`config.mk`:
```
export PLATFORM = sky130hd
export DESIGN_NAME = swlap_ram
export DESIGN_NICKNAME = d
export VERILOG_FILES = /design/src/hdl/swlap_ram.sv
export SDC_FILE = /design/constraint.sdc
export NUM_CORES = 1
export LEC_CHECK = 0
export BUFFER_PORTS_ARGS = -buffer_cell sky130_fd_sc_hd__buf_2
export CAP_MARGIN = 20
export CELL_PAD_IN_SITES_DETAIL_PLACEMENT = 0
export CELL_PAD_IN_SITES_GLOBAL_PLACEMENT = 1
export CORE_UTILIZATION = 56
export CTS_CLUSTER_DIAMETER = 100
export DETAILED_ROUTE_END_ITERATION = 10
export PLACE_DENSITY = 0.89
export RECOVER_POWER = 50
export SETUP_SLACK_MARGIN = 0.2
export SLEW_MARGIN = 20
export SYNTH_ARGS = -nofsm -noshare
export SYNTH_HDL_FRONTEND = slang
export SYNTH_SLANG_ARGS = --single-unit
```
`constraint.sdc`:
```
create_clock -name clk -period 3.6 [get_ports clk]
set_input_delay 0.54 -clock clk [delete_from_list [all_inputs] [get_ports clk]]
set_output_delay 0.54 -clock clk [all_outputs]
set_load 0.03 [all_outputs]
```
`src/hdl/swlap_ram.sv`:
```
// generic single write port ram with registered read
module swlap_ram #(
    parameter int unsigned WIDTH = 20,
    parameter int unsigned DEPTH = 7
) (
    input  logic                     clk,
    input  logic                     wr_en,
    input  logic [$clog2(DEPTH)-1:0] wr_addr,
    input  logic [WIDTH-1:0]         wr_data,
    input  logic                     rd_en,
    input  logic [$clog2(DEPTH)-1:0] rd_addr,
    output logic [WIDTH-1:0]         rd_data
);

    logic [WIDTH-1:0] mem_reg [DEPTH];

    always_ff @(posedge clk)
    begin
        if (wr_en)
        begin
            mem_reg[wr_addr] <= wr_data;
        end
        if (rd_en)
        begin
            rd_data <= mem_reg[rd_addr];
        end
    end

endmodule

```
==> results.yml <==
sta:
  finalSetupTns_ns: 0
  hold_viol_final: 0
  tightestPinTransition_ns: 1.39
  drv_slew: 0
  setup_viol: 0
  max_slew_margin_pct: 7.47
  fmax_mhz: 517
  skew_ns: 0.00583
  rsz0062_at_grt: "false"
  finalCriticalPeriod_ns: 1.94
  fin_crit_sh_pct: 53.8
worst_hold_path:
  hold_path_class: "in2reg"
  worstHoldEndpoint: "mem_reg[5][5]"
  worstHoldPathCells: 1
  worstHoldStart: "wr_data[5]"
clock_tree:
  cts_inserted_buffers: 17
  cts_sinks: 160
  cts-root-buf: "clkbuf_16"
  clk_pin_slew_worst_paths_ns: 0.06
  cts_buffer_depth: 2
  hold_buffers: 0
  clock_latency_ns: 0.42
  cts_setup_buffers: 0
  cts_tree: "done"
  htreeDepth: 4
  cts_resized: 0
synthesis:
  synth_area_mm2: 0.00637
  synth_simple_gate_area_share_pct: 3.04
  synthTopCellsByCount: "edfxtp_1, mux2i_1, nand2b_1"
  synth_compound_area_share_pct: 8.64
  synth_top_area_share_pct: 75.4
  netlist_top_cells_area: "edfxtp_1, mux2i_1, mux2_4, o221ai_2, o211ai_2"
  synth_fp_nets: 340
  yosys.area_share.adder_pct: 0
  yosys_register_bits: 160
  async_flop_share_pct: 0
  yosys_warnings: 0
  synthXorXnorAreaFrac_pct: 0
  syn_inst: 311
  ys.flop_type: "edfxtp_1"
  syn_avg_cell_area_um2: 20.5
  synthDistinctLibCells: 16
  synth_edf_count: 160
  synth_top_family_by_area: "multiplexers"
  synth_most_common_cell: "edfxtp_1"
  ys_seq_area_share_pct: 75.4
  synth_area_leader_cell: "edfxtp_1"
  muxShareOfSynthArea_pct: 11.0
layout:
  drive_above_1_share_pct: 34.1
  syn_to_final_growth_pct: 15.4
  fin_nets: 401
  n_antenna_cell: 0
  largest_register_ffs: 140
  multiInputGateArea_mm2: 0.00147
  nFillCells: 681
  seqCellArea_mm2: 0.00480
  design_area_mm2: 0.00735
setup_path:
  cp_data_arrival_time_ns: 1.96
  ff2ff_setup_slack_ns: 2.36
  required_ns: 3.63
  rr_startpoint: "mem_reg[2][14]"
  r2r_cells: 3
  crit_fanout: 20
  critPathLaunchType: "primary input"
  r2r-end: "rd_data[14]"
  cp-end-kind: "flip-flop"
  worstSetupPathType: "in2reg"
outcome:
  outcome: "finished, final reports clean"
place:
  io_buffers: 48
  dp.final_hpwl_um: 6060
  placed_cell_area_mm2: 0.00679
  place.gp.congestion: 0.650
power_and_ir_drop:
  p_per_area_mw_per_mm2: 575
  leakage_uw: 0.00254
  vdd_drop_max_mv: 0.318
die:
  die_height_um: 109
  start_util_pct: 58.0
  dieArea_mm2: 0.0118
  core_mm2: 0.0110
  ios: 49
  fp-row-count: 38
  die_x_um: 109
route:
  firstDrtPassIters: 4
  dr_total_vias: 3037
  drcViolationCount: 0
  drtAntennaViolNets: 0
  totalWireLength_um: 11100
  via_per_inst: 5.80
  wire_per_inst_um: 21.1
  drt_iter0_markers: 240
grt:
  grt_max_degree: 49
  track_usage_pct: 20.7
  grt.overflow.total: 0
  grt_pass1_vias: 3144
  antenna_found_initial: 0
  grt_pass1_wl_um: 16700
run:
  drv_cap: 0
==> kinds of logic (layout without fill, tap and decap cells) <==
logic type / count (synthesis) / in the layout
muxes: 60 / 60
buffers and inverters: 17 / 90
DFF: 160 / 160
AOI/OAI and AO/OA: 40 / 40
and+or+nand+nor: 34 / 34
==> worst max-delay path: stages <==
cell and delay, ns:
clkbuf_1 0.13, nand2b_1 0.21, nor2_2 0.09, clkbuf_1 0.97
==> final cells by class <==
type	instances	share of cell area (%)
Timing Repair Buffer	59	4.17
Tap cell	140	2.38
Multi-Input combinational cell	134	20.0
Sequential cell	160	65.3
Clock inverter	13	2.31
Clock buffer	18	5.84
==> report_power, final <==
| part | internal (uW) | switching, uW | total, uW |
|---|---|---|---|
| registers | 2130 | 17.8 | 2150 |
| clock network | 1140 | 666 | 1810 |
| logic | 97.3 | 176 | 274 |
==> worst max-delay path by stage <==
stage,from,endpoint,slack [ns]
5_1_grt,wr_addr[2],mem_reg[3][1],1.59
3_3_place_gp,rd_addr[0],rd_data[18],1.34
6_report,wr_addr[2],mem_reg[3][0],1.66
2_1_floorplan,wr_addr[0],mem_reg[0][0],1.06
3_5_place_dp,rd_addr[0],rd_data[19],1.32
4_1_cts,rd_addr[0],rd_data[19],1.76
==> through the flow <==
stage               util (%)  setup slack (ns)  hold WS, ns  instances  total power [uW]
floorplan                  -              1.06        0.583        311              2370
global placement        61.8              1.34        0.589        493              2450
detailed placement      61.8              1.32        0.628        493              2460
CTS                     67.2              1.76        0.356        524              4260
global route            67.0              1.59        0.433        524              4350
finish                  67.0              1.66        0.453        524              4230
==> per-layer routing <==
metal / routed length [um] / share of wire, % / global-route usage [%]
met5: 0 / 0 / 0
met4: 220 / 2.0 / 8.49
met3: 796 / 7.2 / 7.89
met2: 5490 / 50 / 33.4
met1: 4570 / 41 / 25.1
==> placed cells by master, fill, tap and decap left out <==
| cell type | count |
|---|---|
| clkinv_1 | 3 |
| mux2_4 | 20 |
| bufinv_16 | 4 |
| clkbuf_16 | 17 |
| o211ai_2 | 20 |
| nand2b_1 | 23 |
| nand2_1 | 2 |
| clkinv_2 | 3 |
| buf_2 | 25 |
| clkinv_4 | 1 |
| o221ai_2 | 20 |
| edfxtp_1 | 160 |
| buf_4 | 10 |
| buf_12 | 1 |
| nor2_2 | 5 |
| or2_2 | 1 |
| mux2i_1 | 40 |
| clkinvlp_4 | 2 |
| clkbuf_1 | 24 |
| nor3_2 | 2 |
| or2b_1 | 1 |
Note: power is estimated with default switching activity, not from simulation.
